File: src/cgu_pkg.sv
// Shared constants, codes and the item record of the contour grid upsampler.
`default_nettype none

package cgu_pkg;

    // Fixed field widths of the channels and the configuration port
    localparam int VALUE_W   = 16;
    localparam int COORD_W   = 11;
    localparam int CFG_W     = 11;
    localparam int CFG_IDX_W = 1;

    // Default build limits
    localparam int DEF_MAX_WIDTH  = 1024;
    localparam int DEF_MAX_HEIGHT = 1024;
    localparam int DEF_PIXEL_BITS = 16;

    // Register indexes
    localparam logic [CFG_IDX_W-1:0] REG_IMAGE_WIDTH  = 1'b0;
    localparam logic [CFG_IDX_W-1:0] REG_IMAGE_HEIGHT = 1'b1;

    // Everything the cell sequencer needs to expand one pixel
    typedef struct packed {
        logic [COORD_W-1:0] row_base;   // doubled row just above the pixel
        logic [COORD_W-1:0] col_base;   // doubled column just left of the pixel
        logic [VALUE_W-1:0] pix;
        logic [VALUE_W-1:0] hedge;
        logic [VALUE_W-1:0] vedge;
        logic               first_row;
        logic               first_col;
        logic               last_row;
        logic               last_col;
    } cgu_item_t;

endpackage

`default_nettype wire

File: src/cgu_if.sv
// Valid/ready stream interfaces for pixel items and cell items.
`default_nettype none


interface cgu_cell_if
    import cgu_pkg::*;
    ();
    logic               valid;
    logic               ready;
    logic [COORD_W-1:0] out_row;
    logic [COORD_W-1:0] out_col;
    logic [VALUE_W-1:0] cell_value;
    logic               run_last;
    logic               frame_last;

    modport source (output valid, output out_row, output out_col, output cell_value,
                    output run_last, output frame_last, input ready);
    modport sink   (input valid, input out_row, input out_col, input cell_value,
                    input run_last, input frame_last, output ready);
endinterface

`default_nettype wire

File: src/cgu_expand.sv
// Cell sequencer: turns a pixel item into doubled-grid cells, one per cycle unless stalled.
`default_nettype none

module cgu_expand
    import cgu_pkg::*;
(
    input  wire logic      clk,
    input  wire logic      rst_n,
    input  wire logic      item_valid,
    output logic           item_ready,
    input  wire cgu_item_t item,
    cgu_cell_if.source     grid
);

    cgu_item_t   item_reg;
    logic        busy_reg;
    logic [1:0]  ph_reg;
    logic [1:0]  ph_next;
    logic [1:0]  k_reg;
    logic [1:0]  k_next;
    logic        busy_next;

    logic        out_valid_reg;
    logic [COORD_W-1:0] out_row_reg;
    logic [COORD_W-1:0] out_col_reg;
    logic [VALUE_W-1:0] out_value_reg;
    logic        out_run_last_reg;
    logic        out_frame_last_reg;

    logic        emit;
    logic        take;
    logic        last_cell;
    logic [1:0]  ph_end;
    logic [1:0]  k_start;
    logic [1:0]  k_end;
    logic [VALUE_W-1:0] cell_val;

    // Bounds of the current cell walk
    assign ph_end    = item_reg.last_row ? 2'd2 : 2'd1;
    assign k_start   = item_reg.first_col ? 2'd1 : 2'd0;
    assign k_end     = item_reg.last_col ? 2'd2 : 2'd1;
    assign last_cell = (ph_reg == ph_end) && (k_reg == k_end);

    // Advance when the output register is free or being drained
    assign emit       = busy_reg && (!out_valid_reg || grid.ready);
    assign item_ready = !busy_reg || (emit && last_cell);
    assign take       = item_valid && item_ready;

    // Cell value: top row 0 at k=0 else vertical edge, lower rows hedge at k=0 else pixel
    always_comb
    begin
        if (ph_reg == 2'd0)
            cell_val = (k_reg == 2'd0) ? '0 : item_reg.vedge;
        else
            cell_val = (k_reg == 2'd0) ? item_reg.hedge : item_reg.pix;
    end

    // Next walk position
    always_comb
    begin
        ph_next   = ph_reg;
        k_next    = k_reg;
        busy_next = busy_reg;
        if (take)
        begin
            busy_next = 1'b1;
            ph_next   = item.first_row ? 2'd1 : 2'd0;
            k_next    = item.first_col ? 2'd1 : 2'd0;
        end
        else if (emit)
        begin
            if (last_cell)
                busy_next = 1'b0;
            else if (k_reg == k_end)
            begin
                k_next  = k_start;
                ph_next = ph_reg + 2'd1;
            end
            else
                k_next = k_reg + 2'd1;
        end
    end

    always_ff @(posedge clk or negedge rst_n)
    begin
        if (!rst_n)
        begin
            busy_reg <= 1'b0;
            ph_reg   <= 2'd0;
            k_reg    <= 2'd0;
        end
        else
        begin
            busy_reg <= busy_next;
            ph_reg   <= ph_next;
            k_reg    <= k_next;
        end
    end

    // Hold the item being expanded
    always_ff @(posedge clk)
    begin
        if (take)
            item_reg <= item;
    end

    // Output register: load on emit, drop once taken
    always_ff @(posedge clk or negedge rst_n)
    begin
        if (!rst_n)
            out_valid_reg <= 1'b0;
        else if (emit)
            out_valid_reg <= 1'b1;
        else if (grid.ready)
            out_valid_reg <= 1'b0;
    end

    always_ff @(posedge clk)
    begin
        if (emit)
        begin
            out_row_reg        <= item_reg.row_base + COORD_W'(ph_reg);
            out_col_reg        <= item_reg.col_base + COORD_W'(k_reg);
            out_value_reg      <= cell_val;
            out_run_last_reg   <= last_cell;
            out_frame_last_reg <= last_cell && item_reg.last_row && item_reg.last_col;
        end
    end

    assign grid.valid      = out_valid_reg;
    assign grid.out_row    = out_row_reg;
    assign grid.out_col    = out_col_reg;
    assign grid.cell_value = out_value_reg;
    assign grid.run_last   = out_run_last_reg;
    assign grid.frame_last = out_frame_last_reg;

`ifndef NO_ASSERTIONS
    // Walk position never leaves the window of the item
    a_walk_range: assert property (@(posedge clk) disable iff (!rst_n)
        busy_reg |-> (ph_reg <= ph_end) && (k_reg <= k_end))
        else $error("cell walk out of range");

    // A stalled walk keeps its position
    a_walk_hold: assert property (@(posedge clk) disable iff (!rst_n)
        (busy_reg && !emit) |=> $stable(ph_reg) && $stable(k_reg))
        else $error("cell walk moved while stalled");

    // The frame's final cell closes its pixel's run
    a_frame_run: assert property (@(posedge clk) disable iff (!rst_n)
        (out_valid_reg && out_frame_last_reg) |-> out_run_last_reg)
        else $error("frame end without run end");
`endif

endmodule

`default_nettype wire

File: src/flat_wrapper.sv
// flat-port wrapper written by rule: the top's interface ports become plain ports
module cgu_expand_flat import cgu_pkg::*;
  (clk, rst_n, item_valid, item_ready, item, grid_valid, grid_out_row, grid_out_col, grid_cell_value, grid_run_last, grid_frame_last, grid_ready);
  cgu_cell_if grid_i ();
  input  wire logic clk;
  input  wire logic rst_n;
  input  wire logic item_valid;
  output logic item_ready;
  input  wire cgu_item_t item;
  output wire logic [$bits(grid_i.valid)-1:0] grid_valid;
  output wire logic [$bits(grid_i.out_row)-1:0] grid_out_row;
  output wire logic [$bits(grid_i.out_col)-1:0] grid_out_col;
  output wire logic [$bits(grid_i.cell_value)-1:0] grid_cell_value;
  output wire logic [$bits(grid_i.run_last)-1:0] grid_run_last;
  output wire logic [$bits(grid_i.frame_last)-1:0] grid_frame_last;
  input wire logic [$bits(grid_i.ready)-1:0] grid_ready;
  assign grid_valid = grid_i.valid;
  assign grid_out_row = grid_i.out_row;
  assign grid_out_col = grid_i.out_col;
  assign grid_cell_value = grid_i.cell_value;
  assign grid_run_last = grid_i.run_last;
  assign grid_frame_last = grid_i.frame_last;
  assign grid_i.ready = grid_ready;
  cgu_expand u_core (.clk(clk), .rst_n(rst_n), .item_valid(item_valid), .item_ready(item_ready), .item(item), .grid(grid_i));
endmodule
File: config.mk
export PLATFORM = sky130hd
export DESIGN_NAME = cgu_expand_flat
export DESIGN_NICKNAME = d
export VERILOG_FILES = /design/src/cgu_pkg.sv /design/src/cgu_if.sv /design/src/cgu_expand.sv /design/src/flat_wrapper.sv
export SDC_FILE = /design/constraint.sdc
export NUM_CORES = 1
export LEC_CHECK = 0
export BUFFER_PORTS_ARGS = -buffer_cell sky130_fd_sc_hd__buf_2
export CAP_MARGIN = 40
export CORE_MARGIN = 2
export CORE_UTILIZATION = 30
export DETAILED_ROUTE_END_ITERATION = 8
export HOLD_SLACK_MARGIN = 0.03
export PLACE_DENSITY = 0.46
export SLEW_MARGIN = 20
export SYNTH_ARGS = -nofsm -noshare
export SYNTH_HDL_FRONTEND = slang
export SYNTH_SLANG_ARGS = --single-unit
export TNS_END_PERCENT = 30
File: constraint.sdc
create_clock -name clk -period 6.89 [get_ports clk]
set_clock_uncertainty 0.05 [all_clocks]
set_input_delay 1.378 -clock clk [delete_from_list [all_inputs] [get_ports clk]]
set_output_delay 1.378 -clock clk [all_outputs]
set_load 0.005 [all_outputs]
-- Yosys cells after proc, flatten, opt, wreduce, memory -nomap -nowiden
Index checks and enable logic that the tools add are counted.
- output and inout port bits: 42
- bits of input ports: 78
- bits in registers: 119
- logic and storage cells: 64
- reduce and logical (&&, ||, !) cells: 19
- add/subtract/negate cells: 4
- muxes and demuxes: 21
- equal/unequal tests: 3
- operators by type and width (operator ; number):
    16-bit two-way mux ; 3
    11-bit by 2-bit adder with 11-bit output ; 2
    2-bit two-way mux ; 10
    1-bit two-way mux ; 8
    2-bit nonzero test ; 4
    1-bit logical AND ; 6
    2-bit by 1-bit adder with 2-bit output, second input constant ; 2
    2-bit == test ; 2
    2-bit zero test ; 2
    2-bit AND reduction ; 2
    3-bit AND reduction ; 1
    1-bit zero test ; 2
    1-bit logical OR ; 2
    2-bit by 1-bit inequality test with 1-bit output, second input constant ; 1

-- Longest topological paths before layout
Gate-level depths: netlist of the first run.
- depth after elaboration: 8
- mapped depth: 7
- depth with buffers taken out: 7

-- Worst setup path before layout of the first run
No wires, ideal clock.
- kind: input -> register
- start point: input port grid_ready
- end point: register u_core.item_reg[0] (netlist bit), enable pin
- required time: 6.401 ns
- path slack: 2.878 ns
- cell stages on the path: 4
- library setup time: 0.439 ns
- arrival: 3.523 ns
- path through: nand2b_1 -> o221ai_2 -> nand2_2 -> and2_1
- word-level cells in the longest chain between the ends: 5
- RTL lines (element ; RTL line ; RTL):
    from (decl) ; flat_wrapper.sv:16 ; input wire logic [$bits(grid_i.ready)-1:0] grid_ready;
    1-bit logical OR ; cgu_expand.sv:45 ; assign emit = busy_reg && (!out_valid_reg || grid.ready);
    1-bit logical AND ; cgu_expand.sv:45 ;
    1-bit logical AND ; cgu_expand.sv:46 ; assign item_ready = !busy_reg || (emit && last_cell);
    1-bit logical OR ; cgu_expand.sv:46 ;
    via item_ready ; flat_wrapper.sv:8 ; output logic item_ready;
    1-bit logical AND ; cgu_expand.sv:47 ; assign take = item_valid && item_ready;
    to (signal assigned) ; cgu_expand.sv:104 ; item_reg <= item;
    to (decl) ; cgu_expand.sv:15 ; cgu_item_t item_reg;
The timed path passes the listed nets, and every way through them passes these cells.
A chain may end at the register's enable or synchronous reset.

-- Final worst setup path of the first run
- start point: input port grid_ready
- end point: output port item_ready
- word-level cells in the longest chain between the ends: 4
- RTL lines (element ; RTL line):
    1-bit logical OR ; cgu_expand.sv:45
    1-bit logical AND ; cgu_expand.sv:45
    1-bit logical AND ; cgu_expand.sv:46
    1-bit logical OR ; cgu_expand.sv:46
    to (decl) ; flat_wrapper.sv:8
No other way between the ends.

==> results of run 1 <==
==> per-layer routing <==
layer / share of wire / wire (um)
met4: 0.019 / 176
met5: 0.0014 / 13
met1: 0.41 / 3750
met3: 0.088 / 797
met2: 0.48 / 4340
==> placed cells by master (no fill, tap or decap), types with 3 or more instances in the layout <==
master | netlist | final
buf_2 | 3 | 119
edfxtp_1 | 113 | 113
nand2_1 | 28 | 28
mux2i_1 | 18 | 18
o21ai_0 | 18 | 18
clkbuf_16 | 0 | 17
xnor2_1 | 13 | 13
inv_1 | 11 | 10
ha_1 | 6 | 6
clkinv_1 | 0 | 6
dfrtp_1 | 6 | 6
nor2_1 | 5 | 5
xor2_1 | 5 | 5
nand3_1 | 4 | 4
nand4_1 | 3 | 3
nor2b_1 | 3 | 3
nand2b_1 | 3 | 3
clkinvlp_4 | 0 | 3
==> power groups by stage <==
stage | Clock [mW] | Combinational (mW) | Sequential (mW)
6_report | 0.810 | 0.438 | 0.999
5_1_grt | 0.871 | 0.495 | 1.01
4_1_cts | 0.832 | 0.452 | 1.00
3_5_place_dp | 0 | 0.450 | 1.01
3_3_place_gp | 0 | 0.439 | 1.01
2_1_floorplan | 0 | 0.260 | 1.01
==> synth_stat cells <==
| library cell | number | area [um2] |
|---|---|---|
| nand2_2 | 1 | 6.26 |
| inv_2 | 1 | 3.75 |
| xor2_1 | 5 | 43.8 |
| o22ai_1 | 1 | 6.26 |
| nor2b_1 | 3 | 18.8 |
| o221ai_2 | 1 | 15.0 |
| and3b_2 | 1 | 10.0 |
| nand3_1 | 4 | 20.0 |
| nand2_1 | 28 | 105 |
| a211oi_1 | 1 | 7.51 |
| and2_1 | 2 | 12.5 |
| a22oi_1 | 2 | 15.0 |
| nor3b_2 | 1 | 12.5 |
| nor3b_4 | 1 | 18.8 |
| nand4_1 | 3 | 18.8 |
| o2111a_1 | 1 | 11.3 |
| dfrtp_1 | 6 | 150 |
| fa_1 | 2 | 40.0 |
| and3_1 | 2 | 12.5 |
| ha_1 | 6 | 75.1 |
| nor3b_1 | 1 | 7.51 |
| a21oi_1 | 1 | 5.00 |
| and3b_4 | 1 | 12.5 |
| a21boi_0 | 1 | 7.51 |
| xnor2_1 | 13 | 114 |
| mux2i_1 | 18 | 180 |
| a21o_1 | 2 | 15.0 |
| and4_1 | 2 | 17.5 |
| nand2b_1 | 3 | 18.8 |
| inv_1 | 11 | 41.3 |
| a21oi_2 | 1 | 8.76 |
| o22ai_2 | 1 | 12.5 |
| nor4_1 | 1 | 6.26 |
| o21ai_1 | 2 | 10.0 |
| nand4b_1 | 1 | 8.76 |
| a221oi_2 | 1 | 15.0 |
| buf_4 | 1 | 7.51 |
| o31ai_2 | 1 | 12.5 |
| nand3b_1 | 1 | 7.51 |
| o21ai_0 | 18 | 90.1 |
| nor2_1 | 5 | 18.8 |
| edfxtp_1 | 113 | 3390 |
| clkbuf_1 | 1 | 3.75 |
| buf_2 | 3 | 15.0 |
==> worst max-delay path, delay by kind of cell <==
family	cells	cell delay (ps)
buf+inv	2	260
compound gates	1	130
simple gates	2	340
==> cell families (layout without fill, tap and decap cells) <==
| group | count (synthesis) | count (layout) | share of synthesized area |
|---|---|---|---|
| simple gates | 61 | 61 | 0.0719 |
| buf+inv | 17 | 165 | 0.0154 |
| fa+ha+maj | 8 | 8 | 0.0249 |
| compound gates | 34 | 34 | 0.0500 |
| xor+xnor | 18 | 18 | 0.0340 |
| mux | 18 | 18 | 0.0389 |
| flops | 119 | 119 | 0.765 |
==> final cells by class <==
class | count | area [um2]
Inverter | 12 | 45.0
Clock inverter | 13 | 115
Fill cell | 1420 | 9100
Multi-Input combinational cell | 139 | 1020
Sequential cell | 119 | 3540
Tap cell | 188 | 235
Timing Repair Buffer | 123 | 658
Clock buffer | 17 | 425
==> through the flow <==
stage	instances	power, mW	area [um2]
3_5_place_dp	581	1.46	5500
4_1_cts	611	2.29	6040
3_3_place_gp	579	1.45	5450
2_1_floorplan	275	1.27	4630
5_1_grt	611	2.38	6040
6_report	611	2.25	6040
==> worst paths after layout <==
| path | from | end | slack [ps] | depth (start not counted) |
|---|---|---|---|---|
| worst max-delay path | grid_ready | item_ready | 3350 | 5 |
| worst min-delay path | u_core.item_reg[33] | u_core.grid.cell_value[13] | 470 | 2 |
| worst max register to register | u_core.k_reg[0] | u_core.item_reg[16] | 4670 | 5 |
| worst min register to register | u_core.item_reg[33] | u_core.grid.cell_value[13] | 470 | 2 |
| max in group asynchronous | rst_n | u_core.k_reg[0] | 5890 | 1 |
| min in group asynchronous | rst_n | u_core.grid.valid | 750 | 1 |
==> reports/qor.csv, run 1 <==
stage,metric,value,unit
outcome,status,finished clean,
placed_design,routabilityCongestion,0.778,
floorplan,dieHeight,128,um
synth,ys_seq_area_frac,0.765,
job,drv_cap,0,
detailed_routing,vias,2686,
final_layout,areaGrowthSynthToFinish,30.4,%
synth,yosysWarnings,0,
floorplan,die-area,0.0164,mm2
cts,cts_buffers,17,
grt,grt.met3_usage,0.0551,
final_layout,num-nets-final,498,
synth,ys_types,44,
synth,netlist_area,0.00463,mm2
cts,cts_setup_buffers,0,
critical_path,timing_worst_setup_path_type,in -> out,
power,switching_power,0.591,mW
grt,grt_overflow_total,0,
floorplan,io-pin-count,120,
critical_path,cp.required,5460,ps
critical_path,arrival,2110,ps
sta,fin_crit_sh,0.513,
critical_path,cp-start-kind,input port,
floorplan,start_util,0.306,
sta,worst_pin_slew,696,ps
floorplan,rows,45,
worst_hold_path,hp-class,reg -> reg,
sta,setup_slack,3350,ps
power,power_density,372,mW/mm2
grt,grt_max_degree,49,
power,p_int,1.66,mW
grt,track_usage,0.118,
cts,clk_latency,410,ps
detailed_routing,drc,0,
detailed_routing,antenna_left,0,
power,p_comb_frac,0.195,
grt,use_met1,0.133,
final_layout,layout-drive-gt1-share,0.378,
cts,cts_resized,0,
critical_path,crit_top_cell,buf_2,
sta,slew_headroom,0.536,
final_layout,utilization,0.399,
placed_design,dpl_worst_slack,3360,ps
grt,grt_pass1_vias,2803,
critical_path,path_cells,buf_2 -> nand2b_1 -> o221ai_2 -> nand2_2 -> buf_2,
power,leakagePower,2.34,nW
synth,syn_inst,275,
critical_path,worst_path_max_delay_cell,nand2b_1,
grt,use_met2,0.192,
power,power_frac_clock,0.360,
critical_path,max_stage_delay,210,ps
detailed_routing,avgRoutedWirePerCell,14.8,um
critical_path,critical_path.max_fanout,5,
power,power_frac_seq,0.445,
final_layout,largest_reg_flops,73,
synth,synth_seq_cells,119,
critical_path,cp-end-kind,output port,
synth,syn_nets,361,
cts,cts_buffer_depth,2,
synth,syn_avg_cell_area,16.8,um2
grt,antenna_found_initial,1,
cts,ctsHoldBuffers,0,
detailed_routing,first_pass_iters,6,
sta,finalHoldViolCount,0,
detailed_routing,wl,9.07,mm
cts,htree_levels,4,
sta,setup_viol,0,
grt,grt_busiest_layer,met2,
floorplan,fp.dieW,128,um
detailed_routing,drtIter0Drc,91,
cts,tritoncts,done,
cts,clock-sinks,119,
floorplan,coreArea,0.0151,mm2
sta,holdWs,471,ps
sta,slew_viol_final,0,
power,peakVddDrop,179,uV
power,switching_share,0.263,
sta,fmax,283,MHz
detailed_routing,via_per_inst,4.40,
cts,clk_pin_slew,50,ps
sta,layout_min_cycle_time,3540,ps
sta,rsz0062_at_grt,false,
sta,fin_setup_tns,0,ps
cts,root_buffer,clkbuf_16,
placed_design,dpl.hpwl,6.29,mm
grt,grt_pass1_wl,14.4,mm
final_layout,n_antenna_cell,0,
placed_design,port_buffers,119,
Power figures use the tool's default switching activity.
==> run 2: changes to the inputs <==
- ABC_AREA: not set -> 1
- PLACE_DENSITY: 0.46 -> 0.48
- clock period: 6.89 -> 3.1 ns (I/O delays scaled with it)
==> run 2 against run 1 <==
Net effect: clock-buffer cell count grew 1; via count grew 4.3%; flip-flop and latch count is the same; synthesized area shrank 0.73%; first-iteration DRC count grew 20%; core utilization shrank 0.11 points; critical path depth grew 2; synthesized cell count grew 12%; power grew to 2.5 times the previous value; combinational power grew to 3.2 times the previous value; register-to-register slack lost 3700 ps; sequential share of layout area grew 0.38 points; largest power group unchanged.
==> reports/qor.csv, run 2 <==
stage,metric,value,unit,change
outcome,status,finished clean,,
sta,layout_min_cycle_time,2200,ps,
sta,finalHoldViolCount,0,,unchanged
synth,synth_top_area_frac,0.738,,+0.00538
detailed_routing,vias,2801,,+4.3%
grt,track_usage,0.118,,-0.000194
synth,synth_simple_gate_area_frac,0.110,,+0.0378
grt,grt_max_degree,61,,+24%
synth,synth.area.top_cells,"edfxtp_1 74%, dfrtp_1 3.3%, nor2_1 3.0%, nand3_1 2.7%, nand2_1 2.6%",,
synth,synth-edff-count,113,,unchanged
cts,tritoncts,done,,
synth,synth_compound_area_frac,0.0327,,-0.0173
placed_design,routabilityCongestion,0.715,,-8.0%
sta,slew_viol_final,0,,unchanged
worst_hold_path,hp-class,in -> reg,,
synth,ys_types,28,,-36%
floorplan,io-pin-count,120,,unchanged
grt,antenna_found_initial,0,,-1
floorplan,coreArea,0.0151,mm2,-0.37%
power,p_comb_frac,0.248,,+0.053
cts,clk_pin_slew,50,ps,about the same
synth,muxShareOfSynthArea,0,,-0.0389
synth,ys_seq_area_frac,0.771,,+0.00562
cts,cts_buffers,17,,unchanged
synth,yosysWarnings,0,,unchanged
critical_path,timing_worst_setup_path_type,reg -> out,,
synth,synth_fa_ha_area_frac,0.0250,,+0.000183
final_layout,fill_cells,1451,,+2.2%
sta,setup_slack,900,ps,-2450 ps
power,switching_power,1.71,mW,+190%
power,power_frac_clock,0.309,,-0.051
final_layout,areaGrowthSynthToFinish,30.6,%,about the same
grt,grt_pass1_vias,2836,,+1.2%
synth,netlist_area,0.00460,mm2,-0.73%
final_layout,n_antenna_cell,0,,unchanged
floorplan,start_util,0.305,,-0.00110
synth,synth_flop_cell,edfxtp_1,,
power,switching_share,0.301,,+0.0378
detailed_routing,first_pass_iters,4,,-2
sta,slew_headroom,0.771,,+0.235
sta,worst_pin_slew,343,ps,-352 ps
detailed_routing,wl,8.99,mm,-0.89%
sta,setup_viol,0,,unchanged
placed_design,dpl_worst_slack,916,ps,-2440 ps
floorplan,fp.dieW,128,um,-0.35%
grt,grt_overflow_total,0,,unchanged
floorplan,die-area,0.0163,mm2,-0.70%
sta,fin_crit_sh,0.710,,
placed_design,place_area,0.00545,mm2,-0.89%
critical_path,cp.required,2430,ps,-3030 ps
synth,syn_inst,308,,+12%
placed_design,dp.cells,613,,+5.5%
cts,clock-sinks,119,,unchanged
synth,syn_avg_cell_area,14.9,um2,-11%
detailed_routing,antenna_left,0,,unchanged
power,peakVddDrop,412,uV,+130%
placed_design,port_buffers,119,,unchanged
synth,synthXorXnorAreaFrac,0.0343,,+0.000250
job,drv_cap,0,,unchanged
critical_path,cp-start-kind,flop,,
cts,cts_buffer_depth,2,,unchanged
final_layout,largest_reg_flops,73,,unchanged
critical_path,arrival,1530,ps,-580 ps
final_layout,num-nets-final,531,,+6.6%
cts,root_buffer,clkbuf_16,,
final_layout,stdcell_area,0.00600,mm2,-0.64%
cts,cts_resized,0,,unchanged
floorplan,dieHeight,128,um,-0.35%
final_layout,layout-drive-gt1-share,0.365,,-0.0136
synth,synth_area_leader_cell,edfxtp_1,,
detailed_routing,avgRoutedWirePerCell,13.9,um,-6.3%
detailed_routing,drc,0,,unchanged
synth,synth_top_family_by_area,simple AND/OR/NAND/NOR gates,,
final_layout,fin_cells,646,,+5.7%
final_layout,layout_common_cells,"119 x buf_2, 113 x edfxtp_1, 37 x nor2_1",,
synth,syn_nets,394,,+9.1%
power,p_int,3.98,mW,+140%
synth,async_reset_ff_frac,0.0504,,unchanged
critical_path,critical_path.max_fanout,6,,+1
grt,grt_pass1_wl,14.3,mm,-0.62%
cts,htree_levels,4,,unchanged
synth,yosysMostFrequentCell,edfxtp_1,,
synth,synth_seq_cells,119,,unchanged
power,leakagePower,2.42,nW,+3.5%
final_layout,layout_commonest_cell,buf_2,,
floorplan,rows,45,,unchanged
detailed_routing,drtIter0Drc,109,,+20%
power,power_frac_seq,0.443,,-0.002
detailed_routing,via_per_inst,4.34,,-1.4%
synth,synth_common_cells,"113 x edfxtp_1, 37 x nor2_1, 32 x nand2_1, 25 x nand3_1, 23 x inv_1",,
placed_design,dpl.hpwl,6.38,mm,+1.4%
sta,rsz0062_at_grt,false,,
power,power_density,947,mW/mm2,+150%
sta,fmax,455,MHz,
critical_path,cp-end-kind,output port,,
cts,clk_latency,400,ps,about the same
sta,fin_setup_tns,0,ps,unchanged
run 2: cell count changes in the layout (fill, tap and decap cells not counted), moves of 4 or more:
cell,delta
o21ai_0,-17
xnor2_1,-5
clkinv_2,+4
inv_1,+12
clkinv_1,-5
nor2_1,+32
nand2_1,+4
mux2i_1,-18
nand3_1,+21
o31ai_1,+16
xor2_1,+5
run 2: layout make-up:
class,count,area [um2],share of cell area
Sequential cell,119,3540,0.590
Multi-Input combinational cell,156,927,0.154
Timing Repair Buffer,126,663,0.110
Clock buffer,18,429,0.0715
Tap cell,188,235,0.0392
Clock inverter,14,111,0.0185
Inverter,25,93.8,0.0156
run 2: what timing repair did:
action                                 4_1_cts  5_1_grt
endpoints found under the hold margin        6        0
hold buffers                                 1        0
buffers inserted                             0        0
run 2: power groups by stage:
stage | logic [mW] | clock network, mW | registers (mW)
floorplan | 0.802 | 0 | 2.58
global placement | 1.43 | 0 | 2.55
detailed placement | 1.45 | 0 | 2.56
CTS | 1.46 | 1.81 | 2.53
global route | 1.62 | 1.88 | 2.57
finish | 1.41 | 1.76 | 2.52
run 2: logic make-up (layout without fill, tap and decap cells):
| family | after synthesis | count (layout) |
|---|---|---|
| AO/OA/AOI/OAI | 21 | 21 |
| XOR/XNOR | 18 | 18 |
| adder cells (fa/ha/maj) | 8 | 8 |
| buffers and inverters | 33 | 183 |
| flip-flops | 119 | 119 |
| AND/OR/NAND/NOR | 109 | 109 |
run 2: through the flow:
step,power [mW],hold WS (ps),utilization
after floorplan,3.38,274,-
after global placement,3.98,412,0.361
after detailed placement,4.01,408,0.361
after CTS,5.80,314,0.398
after global routing,6.07,311,0.398
final,5.69,336,0.398
run 2: final timing paths:
kind,from,to,slack [ps],cells past startpoint
setup / recovery,u_core.k_reg[1],item_ready,900,7
hold / removal,item[41],u_core.item_reg[41],340,1
setup reg to reg,u_core.k_reg[1],u_core.item_reg[17],960,9
hold reg to reg,u_core.grid.valid,u_core.grid.valid,490,2
max in group asynchronous,rst_n,u_core.k_reg[1],2320,2
min in group asynchronous,rst_n,u_core.grid.valid,530,2
run 2: layer usage:
metal  wire length, um  vias to the layer above  GRT usage
li1                  -                     1383          -
met1              3830                     1307      0.143
met2              4280                      100      0.186
met3               734                       11     0.0518
met4               145                        0     0.0485
met5                 0                        -          0
run 2: critical path: stages (launching register included):
cell and delay [ps]:
dfrtp_1 390, inv_1 110, nand2_1 90, nand2_2 60, nor2_4 170, nand3_2 100
nand2_4 90, buf_2 120
==> run 3: changes to the inputs <==
- clock period: 3.1 -> 1.8 ns (I/O delays scaled with it)
==> run 3 against run 2 <==
Net effect: the run now ends with setup timing left; global-route usage increased by 1.0 points; sequential share of layout area is 5.9 points lower; hold slack got worse by 270 ps; die area unchanged; design area is 11% higher; first-iteration DRC count is 4.6% higher; flip-flop and latch count unchanged; via count increased by 6.6%.
==> reports/qor.csv, run 3 (same netlist as run 2, synthesis figures left out) <==
stage,metric,value,unit,change
critical_path,timing_worst_setup_path_type,reg -> out,,
final_layout,utilization,0.442,,+0.0439
sta,fin_crit_sh,1.04,,
floorplan,die-area,0.0163,mm2,unchanged
detailed_routing,first_pass_iters,4,,unchanged
cts,clock-sinks,119,,unchanged
placed_design,dpl_worst_slack,-204,ps,-1120 ps
floorplan,fp.dieW,128,um,unchanged
floorplan,rows,45,,unchanged
final_layout,largest_reg_flops,73,,unchanged
critical_path,crit_path_start,u_core.k_reg[1],,
sta,setup_viol,3,,+3
sta,fmax,536,MHz,
final_layout,layout_common_cells,"119 x buf_2, 113 x edfxtp_1, 36 x nor2_1",,
placed_design,dpl.hpwl,6.97,mm,+9.4%
grt,antenna_found_initial,0,,unchanged
power,power_density,1700,mW/mm2,+80%
cts,tritoncts,done,,
cts,clk_latency,410,ps,about the same
critical_path,cp.required,1390,ps,-1040 ps
critical_path,regToRegEndpoint,u_core.grid.out_col[10],,
power,peakVddDrop,876,uV,+110%
detailed_routing,drc,0,,unchanged
final_layout,n_antenna_cell,0,,unchanged
floorplan,coreArea,0.0151,mm2,unchanged
cts,htree_levels,4,,unchanged
critical_path,worstSetupEndpoint,item_ready,,
power,leakagePower,2.72,nW,+12%
floorplan,io-pin-count,120,,unchanged
sta,rsz0062_at_grt,true,,
outcome,violations,setup timing,,
detailed_routing,avgRoutedWirePerCell,14.7,um,+5.5%
grt,grt_max_degree,33,,-46%
grt,track_usage,0.128,,+0.0104
sta,slew_viol_final,0,,unchanged
worst_hold_path,hp-class,in -> reg,,
job,drv_cap,0,,unchanged
placed_design,port_buffers,119,,unchanged
cts,cts_buffers,17,,unchanged
floorplan,dieHeight,128,um,unchanged
detailed_routing,vias,2986,,+6.6%
outcome,status,"finished, violations left",,
cts,root_buffer,clkbuf_16,,
placed_design,dp.cells,639,,+4.2%
detailed_routing,wl,10.1,mm,+12%
grt,grt_overflow_total,0,,unchanged
sta,finalHoldViolCount,0,,unchanged
grt,grt_pass1_vias,3001,,+5.8%
final_layout,fin_cells,688,,+6.5%
sta,worst_pin_slew,210,ps,-133 ps
final_layout,num-nets-final,573,,+7.9%
sta,slew_headroom,0.859,,+0.0879
final_layout,layout-drive-gt1-share,0.456,,+0.0914
cts,clk_pin_slew,60,ps,about the same
critical_path,cp-start-kind,flop,,
critical_path,critical_path.max_fanout,3,,-3
detailed_routing,antenna_left,0,,unchanged
sta,fin_setup_tns,-139,ps,-139 ps
detailed_routing,drtIter0Drc,114,,+4.6%
sta,setup_slack,-64.2,ps,-964 ps
placed_design,routabilityCongestion,0.739,,+3.2%
sta,layout_min_cycle_time,1860,ps,
grt,grt_pass1_wl,15.3,mm,+7.4%
critical_path,r2r-start,u_core.k_reg[0],,
detailed_routing,via_per_inst,4.34,,about the same
critical_path,arrival,1450,ps,-80 ps
critical_path,cp-end-kind,output port,,
final_layout,layout_commonest_cell,buf_2,,
cts,cts_buffer_depth,2,,unchanged
floorplan,start_util,0.305,,unchanged
critical_path,reg2reg_depth,7,,-2
final_layout,areaGrowthSynthToFinish,45.0,%,
sta,holdWs,67.2,ps,-269 ps
critical_path,r2r_slack,-50,ps,-1010 ps
==> run 3: cell count changes in the layout (fill, tap and decap cells not counted), moves of 6 or more <==
cell,previous run,this run
buf_4,5,29
buf_6,0,10
clkinv_2,6,0
inv_1,22,16
==> run 3: what timing repair did <==
item,4_1_cts,5_1_grt
gates resized for setup,15,24
hold buffers,1,0
pin swaps,8,5
gates cloned,0,6
setup buffers,4,6
setup endpoints to repair,7,87
endpoints found under the hold margin,6,0
==> run 3: worst min path at each step <==
| stage | start | endpoint | cells after the start |
|---|---|---|---|
| final | item[46] | u_core.item_reg[46] | 1 |
| after global routing | item[11] | u_core.item_reg[11] | 1 |
| after CTS | item[40] | u_core.item_reg[40] | 1 |
| after detailed placement | rst_n | u_core.grid.valid | 1 |
| after global placement | rst_n | u_core.grid.valid | 1 |
| after floorplan | rst_n | u_core.busy_reg | 0 |
==> run 3: where the power goes <==
part / internal [mW] / leakage (nW) / switching [mW]
logic: 1.45 / 1.28 / 1.79
clock network: 2.58 / 0.305 / 1.20
registers: 4.08 / 1.14 / 0.251
total: 8.11 / 2.72 / 3.25
==> run 3: metal layers <==
layer	part of all wire	wire length (um)	GRT usage	up-vias
li1	-	-	-	1464
met1	0.42	4210	0.148	1400
met2	0.49	4970	0.204	110
met3	0.079	799	0.0655	12
met4	0.013	128	0.0504	0
met5	0	0	0	-
==> run 3: area by class of cell <==
class / instances / area (um2)
Fill cell: 1399 / 8420
Sequential cell: 119 / 3540
Timing Repair Buffer: 166 / 1100
Multi-Input combinational cell: 156 / 990
Clock buffer: 18 / 429
Tap cell: 188 / 235
Clock inverter: 14 / 230
Inverter: 25 / 114
Timing Repair inverter: 2 / 25.0
==> run 3: stage by stage <==
stage,instance area (um2),total power [mW]
finish,6670,11.4
global route,6670,12.0
CTS,6430,11.2
detailed placement,5690,7.30
global placement,5690,7.24
floorplan,4610,5.82
==> run 3: worst max-delay path, stage by stage (launching register included) <==
cell     delay, ps
dfrtp_1        380
buf_4          150
nand2_1         70
nand2_2         70
nor2_4          90
nand3_2         90
nand2_4         90
buf_2          110
